### src/rtl/core/spm_pkg.sv
// shared types and constants of the sparse polynomial multiplier
package spm_pkg;

  localparam int SUM_W  = 38;  // accumulated coefficient width
  localparam int PWR_W  = 9;   // result exponent width
  localparam int KIND_W = 2;

  // request kinds
  localparam logic [KIND_W-1:0] KIND_LOAD_A = 2'd0;
  localparam logic [KIND_W-1:0] KIND_LOAD_B = 2'd1;
  localparam logic [KIND_W-1:0] KIND_MUL    = 2'd2;

  // one product travelling down the chain, or one table entry held in a cell
  typedef struct packed {
    logic             vld;
    logic [PWR_W-1:0] pwr;
    logic [SUM_W-1:0] coef;
  } term_t;

  typedef struct packed {
    logic clr;
    logic shift;
  } cell_ctl_t;

  typedef struct packed {
    logic load_a;
    logic load_b;
    logic start;
    logic clr;
  } gen_cmd_t;

  typedef struct packed {
    logic empty;
    logic busy;
    logic ovf;
  } gen_sts_t;

  typedef enum logic [2:0] {
    ST_IDLE,
    ST_RUN,
    ST_DRAIN,
    ST_EMIT,
    ST_NONE
  } state_t;

endpackage

### src/rtl/core/spm_cell.sv
// one accumulator cell: holds a table entry and passes unmatched products on
module spm_cell (
  input  logic              clk,
  input  logic              rst,
  input  spm_pkg::cell_ctl_t ctl,
  input  spm_pkg::term_t    pkt_in,
  input  spm_pkg::term_t    nbr,
  output spm_pkg::term_t    pkt_out,
  output spm_pkg::term_t    ent
);

  logic hit;
  logic claim;

  assign hit   = pkt_in.vld && ent.vld && (ent.pwr == pkt_in.pwr);
  assign claim = pkt_in.vld && !ent.vld;

  always_ff @(posedge clk) begin
    if (rst) begin
      ent.vld     <= 1'b0;
      pkt_out.vld <= 1'b0;
    end else if (ctl.clr) begin
      ent.vld     <= 1'b0;
      pkt_out.vld <= 1'b0;
    end else if (ctl.shift) begin
      // emit: the table moves one cell toward the output
      ent         <= nbr;
      pkt_out.vld <= 1'b0;
    end else begin
      pkt_out.pwr  <= pkt_in.pwr;
      pkt_out.coef <= pkt_in.coef;
      pkt_out.vld  <= pkt_in.vld && !hit && !claim;
      if (hit) begin
        ent.coef <= ent.coef + pkt_in.coef;
      end else if (claim) begin
        ent <= pkt_in;
      end
    end
  end

endmodule

### config.mk
export PLATFORM = sky130hd
export DESIGN_NAME = spm_cell
export DESIGN_NICKNAME = d
export VERILOG_FILES = /design/src/rtl/core/spm_pkg.sv /design/src/rtl/core/spm_cell.sv
export SDC_FILE = /design/constraint.sdc
export NUM_CORES = 1
export LEC_CHECK = 0
export BUFFER_PORTS_ARGS = -buffer_cell sky130_fd_sc_hd__buf_2
export CELL_PAD_IN_SITES_DETAIL_PLACEMENT = 1
export CELL_PAD_IN_SITES_GLOBAL_PLACEMENT = 1
export CORE_UTILIZATION = 42
export DETAILED_ROUTE_END_ITERATION = 7
export HOLD_SLACK_MARGIN = 0.1
export PLACE_DENSITY = 0.88
export SLEW_MARGIN = 25
export SYNTH_ARGS = -nofsm -noshare
export SYNTH_HDL_FRONTEND = slang
export SYNTH_SLANG_ARGS = --single-unit
### constraint.sdc
create_clock -name clk -period 8.9 [get_ports clk]
set_input_delay 1.78 -clock clk [delete_from_list [all_inputs] [get_ports clk]]
set_output_delay 1.78 -clock clk [all_outputs]
set_load 0.01 [all_outputs]
# Yosys cells after proc, flatten, opt, wreduce, memory -nomap -nowiden
# Cells that the tools add are included.
[totals] register_bits=96 word_cells=32
[op_classes] add_sub_neg=1 n_eq_ne=2 n_mux=4 bitwise=3 reduce_logical=16
[op_table] op="48-bit 2-to-1 mux" count=2
[op_table] op="38-bit adder" count=1
[op_table] op="38-bit 2-to-1 mux" count=1
[op_table] op="10-bit 2-to-1 mux" count=1
[op_table] op="9-bit equality test" count=1
[op_table] op="3-bit AND reduction" count=2
[op_table] op="1-bit logical AND" count=5
[op_table] op="4-bit AND reduction" count=1
[op_table] op="1-bit logical NOT" count=3
[op_table] op="1-bit inverter" count=3
[op_table] op="3-bit nonzero test" count=1
[op_table] op="3-bit OR reduction" count=1
[op_table] op="2-bit inequality test (second input constant)" count=1
[op_table] op="2-bit AND reduction" count=1
[op_table] op="2-bit nonzero test" count=1
[op_table] op="2-bit OR reduction" count=1

# Depth between registers and ports, before layout
# Gate-level depths: netlist (run 1).
[depth] ltp_word=5 mapped_depth=13 ltp_nobuf=13

# Worst setup path after synthesis (run 1)
# OpenSTA, ideal clock, no wires.
[synth_timing] path_kind="input-to-reg" startpoint="in ctl[0] in the netlist's numbering" endpoint="reg pkt_out[47] in the netlist's numbering" arrival_time_ps=5667 t_required_ps=8822 slack_ps=3155 path_stages=3 cell_sequence="clkbuf_1 > nor3_1 > and3b_1"
[synth_via] elab_chain_len=1
[synth_rtl] element="start, declared" line_no="spm_cell.sv:5" rtl="input spm_pkg::cell_ctl_t ctl,"
[synth_rtl] element="3-bit OR reduction (no source line)"
[synth_rtl] element="end, declared" line_no="spm_cell.sv:8" rtl="output spm_pkg::term_t pkt_out,"
# Every way passes these cells.
# A chain may end at the register's enable or synchronous reset.

# Worst setup path in the final report (run 1)
[layout_timing] startpoint="in pkt_in[0] in the netlist's numbering" endpoint="reg ent[34] in the netlist's numbering (data pin)"
[layout_via] elab_chain_len=3
[layout_rtl] element="start, declared" line_no="spm_cell.sv:6" rtl="input spm_pkg::term_t pkt_in,"
[layout_rtl] element="38-bit adder" line_no="spm_cell.sv:34" rtl="ent.coef <= ent.coef + pkt_in.coef;"
[layout_rtl] element="38-bit 2-to-1 mux" line_no="spm_cell.sv:33" rtl="if (hit) begin"
[layout_rtl] element="48-bit 2-to-1 mux" line_no="spm_cell.sv:25" rtl="end else if (ctl.shift) begin"
[layout_rtl] element="end signal, assigned" line_no="spm_cell.sv:27" rtl="ent <= nbr;"
[layout_rtl] element="end signal, assigned" line_no="spm_cell.sv:36" rtl="ent <= pkt_in;"
[layout_rtl] element="end, declared" line_no="spm_cell.sv:9" rtl="output spm_pkg::term_t ent"
# Every way passes these cells.

==> summary.txt, run 1 <==
Clock tree
  – Post-CTS Setup Bufs: 0
  – Clock root buffer: clkbuf_16
  – CTS tree: built
  – Post-CTS Resized: 0
  – Hold Buf Count CTS: 0
  – Clock Pin Slew Worst Setup and Hold Paths: 0.07 ns
  – Total CTS buffers: 9
  – CTS max path bufs: 2
  – Skew-Pair Late Insertion Delay: 0.36 ns
  – H-tree depth: 3
  – Clk sinks: 96

Logic synthesis
  – Share of synthesized registers carrying an async set or reset: 0%
  – Mapped Nets: 698
  – Register area share after synthesis: 48.7%
  – YS warnings: 0
  – Post-synthesis sequential element count: 96
  – Syn Area/Cell: 10.5 µm²
  – Synthesized area: 0.00587 mm²
  – Cell variety after synth: 57
  – Mapped Cells: 560
  – Primary FF master, synth: edfxtp_1
  – EDFF count, synth: 94

Hold path
  – Hold Crit Class: register to register
  – Hold Crit Depth: 2

STA
  – Fmax: 223 MHz
  – Count of final setup violators: 0
  – Final Critical Period: 4.48 ns
  – Setup TNS: 0 ns
  – Worst-Margin Slew: 0.887 ns
  – RSZ-0062 raised after global routing: no
  – Slew Viols, Final: 0
  – Worst slew margin: 40.9%
  – Clock skew: 0.00828 ns
  – Final hold vios: 0
  – Final setup margin: 4.42 ns
  – Fin Hold WS: 0.713 ns
  – Period Utilization, post-route: 50.3%

Detailed routing
  – Drt first pass iters: 4
  – Antenna viol nets, final: 0
  – Routed Wire Length: 17500 µm
  – Avg WL per Cell: 18.8 µm
  – DRC: 0
  – Initial detailed-routing violation count: 161
  – Via Count: 5099
  – Via/cell ratio: 5.49

Floorplanning
  – Core area: 0.0135 mm²
  – # rows: 42
  – Die Ht: 120 µm
  – Die span in x: 120 µm
  – Initial Util: 43.7%
  – Die ar.: 0.0145 mm²
  – I/O pin count: 196

Global route
  – Largest net degree at the start of global routing: 72
  – Vias in the first global route: 5341
  – Global-route wire length before repair: 27600 µm
  – Total gr overflow: 0
  – Initial antenna violation count: 1
  – Total GRT Usage: 24.7%

Setup path
  – Crit path DAT: 4.69 ns
  – CP Launch Type: input port
  – CP Class: input port to register
  – Slowest stage delay, CP: 0.45 ns
  – Cell depth of the worst flop-to-flop path: 13
  – Worst path required time: 9.12 ns
  – Worst Setup End Kind: register
  – Critical path fanouts, max: 5
  – Worst-path cell chain: buf_2, ha_1, inv_1, fa_1, inv_1, a21oi_1, o221ai_1, a21oi_1, o22a_1, a21bo_2, o21ai_1, nand3_1, a2111oi_0, nand3b_1
  – Highest-delay cell along the critical path: o221ai_1

Placed design
  – Gpl congestion: 0.853
  – DP HPWL: 13200 µm
  – Placed Cells: 911
  – Port Buffers: 195
  – Pre-CTS WS: 4.10 ns

Cells and area
  – FILL cells: 1573
  – Area Growth Syn to Fin: 24.9%
  – Final Non-Filler Cells: 928
  – Fraction of layout cells with a size suffix above 1: 33.0%
  – NumNets Final: 884

Status
  – Run status: finished, final reports clean

Flow run
  – Max Cap Violations: 0

Power
  – P_leak: 3.19 nW
  – Pwr dens: 161 mW/mm²
  – Max IR drop VDD: 0.0780 mV
-- worst max-delay path: cells and delay by family --
| family | cells | cell delay, ns |
|---|---|---|
| AND/OR/NAND/NOR | 2 | 0.28 |
| buffers and inverters | 3 | 0.25 |
| AO/OA/AOI/OAI | 7 | 1.81 |
| adder cells (fa/ha/maj) | 2 | 0.58 |
-- synthesized netlist by cell type (2+ instances only) --
| cell type | count | area, µm² |
|---|---|---|
| o21bai_1 | 5 | 37.5 |
| nand4_1 | 6 | 37.5 |
| a31oi_1 | 2 | 12.5 |
| nor3b_1 | 2 | 15.0 |
| and3b_1 | 2 | 17.5 |
| nand3_1 | 6 | 30.0 |
| nor2b_1 | 3 | 18.8 |
| o21ai_0 | 34 | 170 |
| or2_2 | 2 | 12.5 |
| edfxtp_1 | 94 | 2820 |
| a221o_1 | 2 | 20.0 |
| ha_1 | 37 | 463 |
| nand3b_1 | 2 | 15.0 |
| xor2_1 | 24 | 210 |
| o21ai_1 | 8 | 40.0 |
| o21ai_2 | 3 | 26.3 |
| inv_1 | 13 | 48.8 |
| nor2_1 | 41 | 154 |
| nand2_1 | 70 | 263 |
| a21oi_1 | 66 | 330 |
| a2111oi_0 | 2 | 17.5 |
| xnor2_1 | 19 | 166 |
| a211o_1 | 2 | 17.5 |
| mux2i_1 | 6 | 60.1 |
| nor3_1 | 13 | 65.1 |
| a221oi_1 | 2 | 17.5 |
| a21o_1 | 23 | 173 |
| mux2_2 | 14 | 158 |
| dfxtp_1 | 2 | 40.0 |
| nor4_1 | 2 | 12.5 |
| clkbuf_1 | 24 | 90.1 |
| a21oi_2 | 2 | 17.5 |
| and3_1 | 3 | 18.8 |
-- metrics by stage --
step	util, %	instance area (µm²)	power, mW
4_1_cts	54.5	7330	1.19
5_1_grt	54.5	7340	1.23
3_3_place_gp	52.2	7020	0.769
2_1_floorplan	-	5870	0.692
3_5_place_dp	52.2	7030	0.780
6_report	54.5	7340	1.18
-- metal layers --
metal,up-vias,track usage (%),wire [µm]
met5,-,0,0
met4,0,10.7,503
met3,29,3.63,838
met2,171,43.7,8750
met1,2458,29.9,7380
li1,2441,-,-
-- report_power, final --
part	switching [mW]	total (mW)	leakage (nW)	internal [mW]
Sequential	0.00855	0.530	0.887	0.521
Clock	0.182	0.411	0.147	0.229
Combinational	0.142	0.243	2.16	0.101
Total	0.333	1.18	3.19	0.851
-- cells by family (layout without fill, tap and decap cells) --
kind of cell | after synthesis | after routing | share of synthesized area [%]
other | 0 | 1 | 0
buffers and inverters | 38 | 229 | 2.45
AOI/OAI and AO/OA | 169 | 169 | 18.8
and+or+nand+nor | 156 | 156 | 11.7
muxes | 20 | 20 | 3.71
xor gates and xnor gates | 43 | 43 | 6.41
DFF | 96 | 96 | 48.7
adders and majority gates | 38 | 38 | 8.22
-- cell usage in the layout, fill, tap and decap left out, drive strengths merged, types with 3 or more instances in the layout --
cell type	count
xor2	24
nor3	13
a21o	23
a21oi	69
inv	16
nand4	6
nand3	6
edfxtp	94
o21bai	5
clkbuf	11
buf	200
mux2i	6
xnor2	19
o21ai	45
ha	37
nor2	41
and3	3
a221oi	3
nor2b	3
a31oi	3
mux2	14
nand2	70
-- layout make-up --
type	count	area (µm²)	area share (%)
clock buffer	11	243	3.31
clock inverter	5	63.8	0.870
timing repair buffer	200	1010	13.8
sequential	96	2860	39.0
antenna	1	2.50	0.0341
multi-input combinational	426	2880	39.3
inverter	13	48.8	0.665
tap	176	220	3.00
-- state kept, by name, indices dropped and copies added, names as in the netlist --
name / cells
ent: 48
pkt_out: 48
-- final timing paths --
| path | start | end | slack [ns] |
|---|---|---|---|
| hold reg to reg | ent[47] | pkt_out[47] | 0.71 |
| hold / removal | ent[47] | pkt_out[47] | 0.71 |
| setup reg to reg | ent[0] | ent[34] | 5.58 |
| setup / recovery | pkt_in[0] | ent[34] | 4.42 |
No activity file was read; power rests on OpenSTA's default activity.
==> inputs of run 2 (changes only) <==
Settings changed: CORE_UTILIZATION 42 to 35, PLACE_DENSITY 0.88 to 0.78.
Clock period 8.9 ns to 4.1 ns, I/O delays scaled along.
==> run 2 against run 1 <==
Worst hold slack lost 0.053 ns. First-iteration DRC count grew 98%. Design area grew 0.87%. Global-route usage shrank 4.5 points. Sequential share of layout area shrank 0.34 points. Highest routed layer unchanged.
==> summary.txt, run 2 (same netlist as run 1, synthesis figures left out) <==
Global route
  – Total GRT Usage: 20.2% (-4.5 points)
  – Largest net degree at the start of global routing: 72 (unchanged)
  – Vias in the first global route: 5389 (+0.90%)
  – Initial antenna violation count: 0 (-1)
  – Global-route wire length before repair: 28000 µm (+1.3%)
  – Total gr overflow: 0 (unchanged)

Floorplanning
  – Die Ht: 132 µm (+9.4%)
  – Core area: 0.0161 mm² (+20%)
  – # rows: 46 (+9.5%)
  – Die ar.: 0.0173 mm² (+20%)
  – I/O pin count: 196 (unchanged)
  – Die span in x: 132 µm (+9.4%)
  – Initial Util: 36.4% (-7.2 points)

Setup path
  – Critical path fanouts, max: 5 (unchanged)
  – Cell depth of the worst flop-to-flop path: 11 (-2)
  – CP Launch Type: input port
  – Worst-path cell chain: buf_2, ha_1, a21o_1, o21bai_1, a211o_1, a221oi_1, o22a_1, a21bo_2, o22ai_1, a221oi_1, nor4_1, a211o_1
  – Highest-delay cell along the critical path: ha_1
  – Worst path required time: 4.20 ns (-4.92 ns)
  – CP Class: input port to register
  – Crit path DAT: 3.56 ns (-1.13 ns)
  – Slowest stage delay, CP: 0.36 ns (-0.09 ns)
  – Worst Setup End Kind: register

Flow run
  – Max Cap Violations: 0 (unchanged)

STA
  – Setup TNS: 0 ns (unchanged)
  – Slew Viols, Final: 0 (unchanged)
  – Worst-Margin Slew: 0.764 ns (-0.123 ns)
  – Fin Hold WS: 0.661 ns (-0.0528 ns)
  – Fmax: 289 MHz
  – RSZ-0062 raised after global routing: no
  – Period Utilization, post-route: 84.4%
  – Final hold vios: 0 (unchanged)
  – Final Critical Period: 3.46 ns
  – Final setup margin: 0.640 ns (-3.78 ns)
  – Worst slew margin: 49.1% (+8.2 points)
  – Clock skew: 0.00758 ns (-0.000700 ns)
  – Count of final setup violators: 0 (unchanged)

Clock tree
  – Clock root buffer: clkbuf_16
  – Clk sinks: 96 (unchanged)
  – Skew-Pair Late Insertion Delay: 0.35 ns (about the same)
  – Total CTS buffers: 9 (unchanged)
  – Clock Pin Slew Worst Setup and Hold Paths: 0.06 ns (about the same)
  – Hold Buf Count CTS: 0 (unchanged)
  – Post-CTS Setup Bufs: 0 (unchanged)
  – CTS tree: built
  – CTS max path bufs: 2 (unchanged)
  – Post-CTS Resized: 0 (unchanged)
  – H-tree depth: 3 (unchanged)

Detailed routing
  – Initial detailed-routing violation count: 319 (+98%)
  – DRC: 0 (unchanged)
  – Drt first pass iters: 4 (unchanged)
  – Avg WL per Cell: 17.7 µm (-5.9%)
  – Antenna viol nets, final: 0 (unchanged)
  – Via/cell ratio: 5.23 (-4.9%)
  – Routed Wire Length: 17200 µm (-1.7%)
  – Via Count: 5066 (-0.65%)

Cells and area
  – NumNets Final: 887 (+0.34%)
  – Most common cell after layout, fill and taps aside: buf_2
  – Area Growth Syn to Fin: 26.0%
  – Fraction of layout cells with a size suffix above 1: 33.2% (+0.18 points)
  – Most frequent cells in the layout: buf_2, edfxtp_1, nand2_1, a21oi_1, nor2_1
  – Final Cell Area: 0.00740 mm² (+0.87%)
  – Top flop regs: ent (48), pkt_out (48)
  – Ant diodes: 0 (-1)

Placed design
  – DP HPWL: 13300 µm (+1.1%)
  – Dpl cell area: 0.00711 mm² (+1.1%)
  – Pre-CTS WS: 0.328 ns (-3.77 ns)
  – Port Buffers: 195 (unchanged)
  – Gpl congestion: 0.895 (+5.0%)

Power
  – Max IR drop VDD: 0.187 mV (+140%)
  – P_leak: 3.20 nW (+0.31%)
  – Pwr dens: 341 mW/mm² (+110%)
  – Final Power: 2.52 mW (+110%)

Status
  – Run status: finished, final reports clean

Hold path
  – Hold Crit Class: register to register
  – Hold Crit Depth: 2 (unchanged)
==> run 2: layout make-up <==
cell class,instances,area (µm²)
Fill cell,1905,8720
Multi-Input combinational cell,426,2890
Sequential cell,96,2860
Timing Repair Buffer,203,1040
Tap cell,216,270
Clock buffer,9,225
Clock inverter,6,67.6
Inverter,13,48.8
==> run 2: per-stage QoR <==
| step | utilization (%) | instances |
|---|---|---|
| 6_report | 45.9 | 969 |
| 5_1_grt | 45.9 | 969 |
| 4_1_cts | 45.9 | 969 |
| 3_5_place_dp | 44.1 | 954 |
| 3_3_place_gp | 44.1 | 954 |
| 2_1_floorplan | - | 560 |
==> run 2: worst paths after layout <==
check	from	endpoint	slack, ns
worst min-delay path	ent[47]	pkt_out[47]	0.66
worst min register to register	ent[47]	pkt_out[47]	0.66
worst max-delay path	pkt_in[15]	ent[36]	0.64
worst max register to register	ent[15]	ent[36]	0.82
==> run 2: per-layer routing <==
layer,wire length (µm),up-vias,global-route usage [%]
met1,7480,2437,24.5
li1,-,2445,-
met3,912,23,4.82
met2,8490,161,35.2
met5,0,-,0
met4,290,0,6.40
==> run 2: where the power goes <==
group	switching [mW]	total, mW	internal [mW]
Clock	0.375	0.848	0.473
Combinational	0.303	0.525	0.222
Sequential	0.0184	1.15	1.13
==> run 2: critical path: cells and delay by family <==
kind	cells	cell delay (ns)
AOI/OAI and AO/OA	9	2.17
and+or+nand+nor	1	0.09
adders and majority gates	1	0.36
buffers and inverters	1	0.12
