`src/rtl/core/spm_pkg.sv`:
```
// shared types and constants of the sparse polynomial multiplier
package spm_pkg;

  localparam int SUM_W  = 38;  // accumulated coefficient width
  localparam int PWR_W  = 9;   // result exponent width
  localparam int KIND_W = 2;

  // request kinds
  localparam logic [KIND_W-1:0] KIND_LOAD_A = 2'd0;
  localparam logic [KIND_W-1:0] KIND_LOAD_B = 2'd1;
  localparam logic [KIND_W-1:0] KIND_MUL    = 2'd2;

  // one product travelling down the chain, or one table entry held in a cell
  typedef struct packed {
    logic             vld;
    logic [PWR_W-1:0] pwr;
    logic [SUM_W-1:0] coef;
  } term_t;

  typedef struct packed {
    logic clr;
    logic shift;
  } cell_ctl_t;

  typedef struct packed {
    logic load_a;
    logic load_b;
    logic start;
    logic clr;
  } gen_cmd_t;

  typedef struct packed {
    logic empty;
    logic busy;
    logic ovf;
  } gen_sts_t;

  typedef enum logic [2:0] {
    ST_IDLE,
    ST_RUN,
    ST_DRAIN,
    ST_EMIT,
    ST_NONE
  } state_t;

endpackage

```
`src/rtl/core/spm_prod_gen.sv`:
```
// term stores, pair sequencer and multiplier feeding the cell chain
module spm_prod_gen #(
  parameter int MAX_TERMS  = 8,
  parameter int COEFF_BITS = 16,
  parameter int POWER_BITS = 8
) (
  input  logic               clk,
  input  logic               rst,
  input  spm_pkg::gen_cmd_t  cmd,
  input  logic signed [15:0] coeff,
  input  logic [7:0]         power,
  output spm_pkg::term_t     pkt,
  output spm_pkg::gen_sts_t  sts
);

  localparam int IDX_W = (MAX_TERMS > 1) ? $clog2(MAX_TERMS) : 1;
  localparam int CNT_W = $clog2(MAX_TERMS + 1);
  localparam int EXT_C = (COEFF_BITS > 16) ? COEFF_BITS : 16;
  localparam int EXT_P = (POWER_BITS > 8) ? POWER_BITS : 8;
  localparam int EXT_S = (POWER_BITS + 1 > spm_pkg::PWR_W) ? POWER_BITS + 1 : spm_pkg::PWR_W;
  localparam int MUL_W = 2 * COEFF_BITS;
  localparam int EXT_M = spm_pkg::SUM_W + MUL_W;

  logic signed [COEFF_BITS-1:0] coa [MAX_TERMS];
  logic signed [COEFF_BITS-1:0] cob [MAX_TERMS];
  logic [POWER_BITS-1:0]        poa [MAX_TERMS];
  logic [POWER_BITS-1:0]        pob [MAX_TERMS];

  logic [CNT_W-1:0] cnt_a;
  logic [CNT_W-1:0] cnt_b;
  logic             ovf;
  logic             run;
  logic [IDX_W-1:0] i;
  logic [IDX_W-1:0] j;

  logic signed [COEFF_BITS-1:0] ca;
  logic signed [COEFF_BITS-1:0] cb;
  logic [spm_pkg::PWR_W-1:0]    psum;
  logic                         va;

  logic signed [EXT_C-1:0] cx;
  logic [EXT_P-1:0]        px;
  logic [EXT_S-1:0]        sx;
  logic signed [MUL_W-1:0] mul;
  logic signed [EXT_M-1:0] mul_ext;
  logic full_a;
  logic full_b;
  logic i_last;
  logic j_last;

  assign cx      = EXT_C'(coeff);
  assign px      = EXT_P'(power);
  assign sx      = EXT_S'(poa[i]) + EXT_S'(pob[j]);
  assign mul     = ca * cb;
  assign mul_ext = EXT_M'(mul);
  assign full_a  = (cnt_a == CNT_W'(MAX_TERMS));
  assign full_b  = (cnt_b == CNT_W'(MAX_TERMS));
  assign i_last  = (CNT_W'(i) + CNT_W'(1) == cnt_a);
  assign j_last  = (CNT_W'(j) + CNT_W'(1) == cnt_b);

  assign sts.empty = (cnt_a == '0) || (cnt_b == '0);
  assign sts.busy  = run || va || pkt.vld;
  assign sts.ovf   = ovf;

  always_ff @(posedge clk) begin
    if (rst) begin
      cnt_a   <= '0;
      cnt_b   <= '0;
      ovf     <= 1'b0;
      run     <= 1'b0;
      va      <= 1'b0;
      pkt.vld <= 1'b0;
    end else begin
      if (cmd.clr) begin
        cnt_a <= '0;
        cnt_b <= '0;
        ovf   <= 1'b0;
      end else begin
        if (cmd.load_a) begin
          if (full_a) ovf <= 1'b1;
          else cnt_a <= cnt_a + CNT_W'(1);
        end
        if (cmd.load_b) begin
          if (full_b) ovf <= 1'b1;
          else cnt_b <= cnt_b + CNT_W'(1);
        end
      end
      // first-term index outer, second-term index inner
      if (cmd.start) begin
        run <= 1'b1;
        i   <= '0;
        j   <= '0;
      end else if (run) begin
        if (j_last) begin
          j <= '0;
          if (i_last) run <= 1'b0;
          else i <= i + IDX_W'(1);
        end else begin
          j <= j + IDX_W'(1);
        end
      end
      va       <= run;
      pkt.vld  <= va;
      pkt.coef <= mul_ext[spm_pkg::SUM_W-1:0];
      pkt.pwr  <= psum;
    end
  end

  always_ff @(posedge clk) begin
    if (cmd.load_a && !full_a) begin
      coa[cnt_a[IDX_W-1:0]] <= cx[COEFF_BITS-1:0];
      poa[cnt_a[IDX_W-1:0]] <= px[POWER_BITS-1:0];
    end
    if (cmd.load_b && !full_b) begin
      cob[cnt_b[IDX_W-1:0]] <= cx[COEFF_BITS-1:0];
      pob[cnt_b[IDX_W-1:0]] <= px[POWER_BITS-1:0];
    end
    ca   <= coa[i];
    cb   <= cob[j];
    psum <= sx[spm_pkg::PWR_W-1:0];
  end

endmodule

```
`config.mk`:
```
export PLATFORM = sky130hd
export DESIGN_NAME = spm_prod_gen
export DESIGN_NICKNAME = d
export VERILOG_FILES = /design/src/rtl/core/spm_pkg.sv /design/src/rtl/core/spm_prod_gen.sv
export SDC_FILE = /design/constraint.sdc
export NUM_CORES = 1
export LEC_CHECK = 0
export BUFFER_PORTS_ARGS = -buffer_cell sky130_fd_sc_hd__clkbuf_2
export CAP_MARGIN = 20
export CORE_MARGIN = 1.5
export CORE_UTILIZATION = 62
export CTS_BUF_LIST = sky130_fd_sc_hd__clkbuf_8
export CTS_CLUSTER_SIZE = 12
export DETAILED_ROUTE_END_ITERATION = 7
export GPL_TIMING_DRIVEN = 0
export PLACE_DENSITY = 0.78
export SYNTH_ARGS = -nofsm -noshare
export SYNTH_HDL_FRONTEND = slang
export SYNTH_SLANG_ARGS = --single-unit
```
`constraint.sdc`:
```
create_clock -name clk -period 7.17 [get_ports clk]
set_input_delay 0.717 -clock clk [delete_from_list [all_inputs] [get_ports clk]]
set_output_delay 0.717 -clock clk [all_outputs]
set_load 0.02 [all_outputs]
```
# Word level (Yosys, flattened, before mapping)
# Memory sizes are Yosys's and may differ from the RTL's. A register that Yosys moved wholly into a read port is not among the register bits.
# Index checks and enable logic that the tools add are counted.
# W data, S select, Z words.
[classes]
n_bitwise = 3
muxes = 21
n_eq_ne = 5
reduce_logical = 16
multipliers = 1
magnitude_cmp = 0
add_sub_neg = 7
n_div = 0
shift = 0
[op_table]
columns = ["op", "n"]
rows = [
  ["$mul A16 B16 Y32", 1],
  ["$mux W3", 9],
  ["$mux W1", 12],
  ["$add A8 B8 Y9", 1],
  ["$add A3 B1 Y4 const B", 2],
  ["$add A4 B1 Y4 const B", 2],
  ["$eq A4 B4 Y1", 2],
  ["$eq A4 B4 Y1 const B", 2],
  ["$logic_not A4 Y1", 2],
  ["$add A3 B1 Y3 const B", 2],
  ["$reduce_and A2 Y1", 3],
  ["$reduce_and A4 Y1", 1],
  ["$reduce_bool A2 Y1", 2],
  ["$logic_or A1 B1 Y1", 3],
  ["$not A1 Y1", 3],
  ["$logic_and A1 B1 Y1", 2],
  ["$logic_not A1 Y1", 2],
  ["$ne A2 B2 Y1 const B", 1],
  ["$reduce_or A2 Y1", 1],
]
[totals]
n_memories = 4
ram_bits = 384
latch_bits = 0
in_bits = 30
elab_cells = 68
out_inout_bits = 51
mem_bits_ro = 0
regBits = 68
[mem_list]
columns = ["name", "words", "word_bits", "rd", "rd_clocked_by_memory_dff", "write_ports", "line_no", "rtl"]
rows = [
  ["coa", 8, 16, 1, 1, 1, "spm_prod_gen.sv:24", "logic signed [COEFF_BITS-1:0] coa [MAX_TERMS];"],
  ["cob", 8, 16, 1, 1, 1, "spm_prod_gen.sv:25", "logic signed [COEFF_BITS-1:0] cob [MAX_TERMS];"],
  ["poa", 8, 8, 1, 1, 1, "spm_prod_gen.sv:26", "logic [POWER_BITS-1:0] poa [MAX_TERMS];"],
  ["pob", 8, 8, 1, 1, 1, "spm_prod_gen.sv:27", "logic [POWER_BITS-1:0] pob [MAX_TERMS];"],
]

# Longest topological paths before layout
# Gate-level depths: netlist of the first run.
[depth]
ltp_word = 7
ltp_mapped = 23
mapped_depth_nobuf = 22

# Least setup slack after synthesis of the first run
# No wires, ideal clock.
[synth_timing]
path_type = "reg2reg"
startpoint = "register cb[7], read port of cob"
endpoint = "register, netlist name pkt[31]"
stages_incl_launch_ff = 24
setup_ns = 0.260
arrival_ns = 5.868
slack_ns = 1.042
n_path_buf = 1
required_time_ns = 6.910
period_less_slack_ns = 6.128
cell_sequence = "dfxtp_1 > clkbuf_1 > nand2_1 > fa_1 > inv_1 > fa_1 > inv_1 > fa_1 > inv_1 > fa_1 > fa_1 > inv_1 > fa_1 > inv_1 > ha_1 > and2_1 > o2111a_1 > o21a_1 > o2111ai_1 > a211o_1 > o211a_1 > o31ai_1 > a21oi_1 > xnor2_1"
[synth_between]
elab_chain_len = 1
[synth_lines]
columns = ["element", "line_no", "rtl"]
rows = [
  ["from (decl)", "spm_prod_gen.sv:37", "logic signed [COEFF_BITS-1:0] cb;"],
  ["$mul A16 B16 Y32", "spm_prod_gen.sv:54", "assign mul = ca * cb;"],
  ["via mul[31]", "spm_prod_gen.sv:44", "logic signed [MUL_W-1:0] mul;"],
]
# The timed path passes the listed nets, and every way through them passes these cells.
# A chain may end at the register's enable or synchronous reset.

# Final worst setup path of the first run
[layout_timing]
startpoint = "register cb[9], read port of cob"
endpoint = "register, netlist name pkt[31]"
[layout_between]
elab_chain_len = 1
[layout_lines]
columns = ["element", "line_no"]
rows = [
  ["$mul A16 B16 Y32", "spm_prod_gen.sv:54"],
  ["via mul[31]", "spm_prod_gen.sv:44"],
]
# The timed path passes the listed nets, and every way through them passes these cells.

==> metrics.md, run 1 <==
| Metric | Value |
|---|---|
| I/O Pins | 81 |
| TritonCTS clock tree | built |
| Mapped Cells | 1885 |
| FP Rows | 77 |
| Total Wirelength | 59800 um |
| Port Buffers | 80 |
| Finished Core Util | 0.694 |
| Die area | 45900 um^2 |
| WL per Instance | 22.1 um |
| Post-route minimum period | 6.92 ns |
| RSZ-0062 raised after global routing | false |
| Max H-tree Level | 3 |
| # setup viols final | 0 |
| Synth Net Count | 2274 |
| Main flop type after synthesis | edfxtp_1 |
| Via count | 15442 |
| Post-synth EDFFs | 431 |
| Multi-input logic area | 12200 um^2 |
| Final period utilization | 0.965 |
| Cell area after synthesis | 27700 um^2 |
| Number of global-route vias before repair | 16931 |
| Via/cell ratio | 5.69 |
| Outcome | finished, final reports clean |
| Critical path arrival | 7.30 ns |
| Fill count | 2999 |
| Initial Utilization | 0.628 |
| Largest net degree at the start of global routing | 26 |
| Slew @ Worst Pin | 1.07 ns |
| Final Skew | 0.0590 ns |
| CP startpoint kind | register |
| CP cell instances | clkbuf_4 > nand2_1 > fa_1 > inv_1 > fa_1 > inv_1 > fa_1 > inv_1 > fa_1 > fa_1 > inv_1 > fa_1 > inv_1 > ha_1 > and2_1 > o2111a_1 > o21a_1 > o2111ai_1 > a211o_1 > o211a_1 > o31ai_1 > a21oi_1 > xnor2_1 |
| Hpwl dp | 42700 um |
| FF/Latch Area | 14100 um^2 |
| Share of cells above drive strength 1 | 0.192 |
| Gp weighted congestion | 0.964 |
| Max Cap Violations | 0 |
| Critical Path Sink Type | register |
| Initial drt markers | 1423 |
| Endpoints failing hold | 0 |
| CTS clk-pin slew, worst paths | 0.06 ns |
| Synth cell types | 56 |
| Antenna-violating nets left | 0 |
| Total Nets Final | 2447 |
| Setup TNS | 0 ns |
| Async SR Flop Fraction | 0 |
| Worst path most repeated cell | fa_1 |
| Crit Path Class | reg2reg |
| Antenna Cells | 0 |
| Max clock buf depth | 3 |
| Yosys warning total | 0 |
| Router iterations before antenna repair | 6 |
| Avg Inst Size Synth | 14.7 um^2 |
| Top delay family on crit path | adder cells |
| CP max FO | 10 |
| Clk_lat worst skew | 0.69 ns |
| Root Driver | clkbuf_8 |
| Crit path buf inv count | 6 |
| Layout area overhead | 10.6% |
| CP max stage cell | dfxtp_1 |
| Hold Path Class | in2reg |
| CP peak stage delay | 0.57 ns |
| First-pass GRT wire length | 94500 um |
| Total track usage | 0.275 |
| Slew headroom | 0.288 |
| Seq cells post-synth | 490 |
| Die span in y | 214 um |
| Die X-Extent | 214 um |
| Fmax | 145 MHz |
| Data required, critical path | 7.55 ns |
| Total grt overflow | 0 |
| WHS | 0.280 ns |
| DR DRC count | 0 |
| Post-synthesis sequential area ratio | 0.510 |
| Antenna violations before repair | 1 |
| Post-CTS Setup Inserts | 0 |
| Clk sink count | 490 |
| Cts hold-fix bufs | 0 |
| Total CTS buffers | 78 |
| Slew Viols, Final | 0 |
| CORE AREA | 44100 um^2 |
-- metal layers --
| metal | wire length, um | global-route usage | up-vias |
|---|---|---|---|
| met5 | 0 | 0 | - |
| met4 | 2660 | 0.120 | 0 |
| met3 | 4160 | 0.0477 | 159 |
| met2 | 29500 | 0.458 | 661 |
| met1 | 23500 | 0.360 | 7873 |
| li1 | - | - | 6749 |
-- logic make-up after synthesis --
group,synth area share
buffers and inverters,0.0528
xor gates and xnor gates,0.0180
adders and majority gates,0.234
AOI/OAI and AO/OA,0.0231
muxes,0.0991
and+or+nand+nor,0.0634
DFF,0.510
-- layout by cell type, fill, tap and decap left out, types with 6 or more instances in the layout --
| cell | n |
|---|---|
| clkinv_1 | 13 |
| nor2_1 | 32 |
| clkbuf_1 | 33 |
| xnor2_1 | 43 |
| a21o_1 | 10 |
| inv_1 | 336 |
| clkbuf_8 | 83 |
| nand2b_1 | 6 |
| ha_1 | 96 |
| nor2_4 | 12 |
| and2_1 | 126 |
| mux2_2 | 49 |
| nor3_1 | 8 |
| buf_1 | 7 |
| mux4_2 | 96 |
| nand3_1 | 9 |
| nor2b_1 | 6 |
| edfxtp_1 | 431 |
| a21oi_1 | 28 |
| clkbuf_2 | 99 |
| buf_4 | 8 |
| o21ai_0 | 11 |
| clkinv_2 | 9 |
| nand2_1 | 142 |
| fa_1 | 263 |
| xor2_1 | 14 |
| dfxtp_1 | 56 |
-- layout make-up --
cell class / count / area share
sequential: 490 / 0.461
multi-input combinational: 1014 / 0.399
inverter: 306 / 0.0375
clock buffer: 83 / 0.0373
tap: 592 / 0.0242
timing repair buffer: 93 / 0.0197
buffer: 75 / 0.0115
clock inverter: 60 / 0.00956
-- worst paths after layout --
path	startpoint	cells after the start	end	slack, ns
hold / removal	rst	2	pkt[47]	0.28
setup / recovery	cb[9]	23	pkt[31]	0.25
setup reg to reg	cb[9]	23	pkt[31]	0.25
hold reg to reg	psum[3]	0	pkt[41]	0.40
-- per-stage QoR --
step | setup WS, ns | instances | instance area (um^2)
finish | 0.251 | 2713 | 30600
floorplan | 1.04 | 1885 | 27700
global route | 0.0127 | 2713 | 30600
global placement | -0.0609 | 2557 | 28800
detailed placement | -0.144 | 2569 | 29100
CTS | 0.0234 | 2712 | 30600
-- state kept, by name, summed over array words and instances (netlist names), 3 cells and up, named ones only --
| name | cells |
|---|---|
| coa | 128 |
| pkt | 42 |
| psum | 9 |
| cnt_a | 4 |
| cob | 128 |
| poa | 64 |
| j | 3 |
| pob | 64 |
| cb | 16 |
| i | 3 |
| ca | 16 |
| cnt_b | 4 |
-- cell usage after synthesis, drive strengths merged (2+ instances only) --
library cell / count / area, um^2
a211oi: 5 / 42.5
a21o: 10 / 75.1
a21oi: 29 / 149
a31oi: 4 / 25.0
and2: 126 / 788
buf: 18 / 98.9
clkbuf: 57 / 214
dfxtp: 59 / 1180
edfxtp: 431 / 12900
fa: 263 / 5270
ha: 96 / 1200
inv: 306 / 1150
mux2: 49 / 552
mux2i: 3 / 30.0
mux4: 96 / 2160
nand2: 142 / 533
nand2b: 6 / 37.5
nand3: 9 / 45.0
nor2: 44 / 165
nor2b: 6 / 37.5
nor3: 12 / 60.1
o211ai: 4 / 35.0
o21a: 4 / 30.0
o21ai: 13 / 65.1
o21bai: 5 / 37.5
o31ai: 3 / 22.5
o41ai: 2 / 25.0
or2: 5 / 31.3
or3: 3 / 18.8
xnor2: 43 / 377
xor2: 14 / 123
-- worst register-to-register path: stages (launching register included) --
cell and delay (ns):
dfxtp_1 0.57, clkbuf_4 0.36, nand2_1 0.10, fa_1 0.48
inv_1 0.05, fa_1 0.49, inv_1 0.05, fa_1 0.53
inv_1 0.05, fa_1 0.45, fa_1 0.49, inv_1 0.05
fa_1 0.47, inv_1 0.04, ha_1 0.37, and2_1 0.22
o2111a_1 0.19, o21a_1 0.18, o2111ai_1 0.27, a211o_1 0.45
o211a_1 0.26, o31ai_1 0.26, a21oi_1 0.12, xnor2_1 0.13
-- what timing repair did --
item | CTS | global route
gates resized for setup | 7 | 48
setup endpoints to repair | 3 | 3
endpoints found under the hold margin | 0 | 0
Power of run 1 is left out: the tool's default activity adds up to more than one toggle a clock period on the data nets, which glitch-free logic cannot reach.
==> inputs of run 2 (changes only) <==
Settings changed: CORE_MARGIN 1.5 to 2, PLACE_DENSITY 0.78 to 0.79.
==> run 2 against run 1 <==
Count of clock-buffer cells in the layout is 3 higher. Hold slack worse by 0.0075 ns. Utilization is 0.21 points higher. Worst setup slack better by 0.0060 ns. Clock skew is 0.031 ns lower. Critical path depth stayed put. Die area is 0.94% higher. Sequential cell count stayed put. Critical path type unchanged.
==> metrics.md, run 2 (synthesized netlist as in run 1, its figures left out) <==
| Metric | Value |
|---|---|
| Clk_lat worst skew | 0.66 ns |
| Share of cells above drive strength 1 | 0.193 |
| Setup TNS | 0 ns |
| Crit path buf inv count | 6 |
| CP max stage cell | clkbuf_1 |
| Total Wirelength | 57800 um |
| Port Buffers | 80 |
| Hold path endpoint | va |
| CTS clk-pin slew, worst paths | 0.07 ns |
| Worst path most repeated cell | fa_1 |
| Max Cap Violations | 0 |
| Hpwl dp | 42100 um |
| Data required, critical path | 7.57 ns |
| Start point of the critical path | ca[4] |
| RSZ-0062 raised after global routing | false |
| Die X-Extent | 215 um |
| Die span in y | 215 um |
| Hold path depth | 2 |
| WHS | 0.272 ns |
| Largest net degree at the start of global routing | 39 |
| Top delay family on crit path | adder cells |
| Antenna violations before repair | 0 |
| Multi-input logic area | 12200 um^2 |
| Global routing's busiest layer | met2 |
| Die area | 46400 um^2 |
| Clk sink count | 490 |
| Slew headroom | 0.309 |
| Cts hold-fix bufs | 0 |
| Hold Crit Start | rst |
| FF-to-FF End | pkt[31] |
| Slew @ Worst Pin | 1.03 ns |
| Hold Path Class | in2reg |
| # setup viols final | 0 |
| Router iterations before antenna repair | 6 |
| Number of global-route vias before repair | 16671 |
| First-pass GRT wire length | 91600 um |
| Fill count | 2991 |
| Slew Viols, Final | 0 |
| Most frequent cells in the layout | edfxtp_1, inv_1, fa_1, nand2_1, and2_1 |
| Initial Utilization | 0.628 |
| Post-CTS Setup Inserts | 0 |
| Endpoints failing hold | 0 |
| Routing usage on met3 | 0.0469 |
| Antenna-violating nets left | 0 |
| Total Nets Final | 2447 |
| Max H-tree Level | 3 |
| Antenna Cells | 0 |
| DR DRC count | 0 |
| Total grt overflow | 0 |
| Most common cell after layout, fill and taps aside | edfxtp_1 |
| FF/Latch Area | 14100 um^2 |
| Initial drt markers | 1418 |
| Total track usage | 0.261 |
| R2r setup slk | 0.26 ns |
| I/O Pins | 81 |
| Crit Path Class | reg2reg |
| Gp weighted congestion | 0.963 |
| Root Driver | clkbuf_8 |
| Met1 global-route usage | 0.349 |
| CORE AREA | 44100 um^2 |
| CP max FO | 10 |
| Max clock buf depth | 3 |
| Post-route minimum period | 6.91 ns |
| Outcome | finished, final reports clean |
| Total CTS buffers | 78 |
| CP cell instances | clkbuf_1 > nand2_1 > fa_1 > inv_1 > fa_1 > inv_1 > fa_1 > inv_1 > fa_1 > fa_1 > inv_1 > fa_1 > inv_1 > ha_1 > and2_1 > o2111a_1 > o21a_1 > o2111ai_1 > a211o_1 > o211a_1 > o31ai_1 > a21oi_1 > xnor2_1 |
| CP peak stage delay | 0.55 ns |
| Via count | 15459 |
| FP Rows | 77 |
| Via/cell ratio | 5.70 |
| Final Skew | 0.0284 ns |
| GR Util met2 | 0.434 |
| Layout area overhead | 10.9% |
| CP startpoint kind | register |
| Final period utilization | 0.964 |
| Fmax | 145 MHz |
| TritonCTS clock tree | built |
| Crit Reg-Reg Startpoint | ca[4] |
| WL per Instance | 21.3 um |
| Resize count post-CTS | 2 |
| FF-to-FF path depth | 23 |
| Critical Path Sink Type | register |
| Critical path arrival | 7.31 ns |
run 2: cell types whose count changed in the layout (fill, tap and decap cells not counted), sizes merged:
cell	delta
clkinv	-5
buf	-1
inv	-5
bufinv	+3
clkinvlp	+1
clkbuf	+4
run 2: metrics by stage:
stage | std cells | cell area [um^2] | setup slack [ns] | utilization
after CTS | 2710 | 30700 | 0.0160 | 0.695
final | 2710 | 30700 | 0.257 | 0.696
after detailed placement | 2570 | 29200 | -0.0484 | 0.661
after global placement | 2557 | 28800 | 0.0161 | 0.653
after floorplan | 1885 | 27700 | 1.04 | -
after global routing | 2710 | 30700 | 0.00837 | 0.696
run 2: how the worst max path moves through the flow:
| stage | end | slack (ns) | cells after the start |
|---|---|---|---|
| final | pkt[31] | 0.26 | 23 |
| after detailed placement | pkt[30] | -0.05 | 23 |
| after global routing | pkt[31] | 0.008 | 22 |
| after global placement | pkt[31] | 0.02 | 23 |
| after CTS | pkt[31] | 0.02 | 23 |
| after floorplan | pkt[31] | 1.04 | 23 |
run 2: worst register-to-register path, stage by stage, from the launching register on:
cell	delay, ns
dfxtp_1	0.49
clkbuf_1	0.56
nand2_1	0.17
fa_1	0.52
inv_1	0.06
fa_1	0.37
inv_1	0.07
fa_1	0.42
inv_1	0.09
fa_1	0.40
fa_1	0.50
inv_1	0.05
fa_1	0.47
inv_1	0.04
ha_1	0.36
and2_1	0.23
o2111a_1	0.19
o21a_1	0.20
o2111ai_1	0.28
a211o_1	0.44
o211a_1	0.26
o31ai_1	0.26
a21oi_1	0.12
xnor2_1	0.13
run 2: final cells by class:
cell class / instances / area share
Clock buffer: 86 / 0.0385
Multi-Input combinational cell: 1014 / 0.398
Sequential cell: 490 / 0.460
Timing Repair Buffer: 93 / 0.0202
Buffer: 75 / 0.0113
Inverter: 306 / 0.0374
Clock inverter: 54 / 0.0108
Tap cell: 592 / 0.0241
run 2: layer usage:
layer	routed length, um	vias to the layer above	part of all wire
li1	-	6751	-
met5	0	-	0
met3	4350	129	0.075
met1	22900	7921	0.40
met4	1720	0	0.030
met2	28900	658	0.50
Power of run 2 is left out for the same reason.
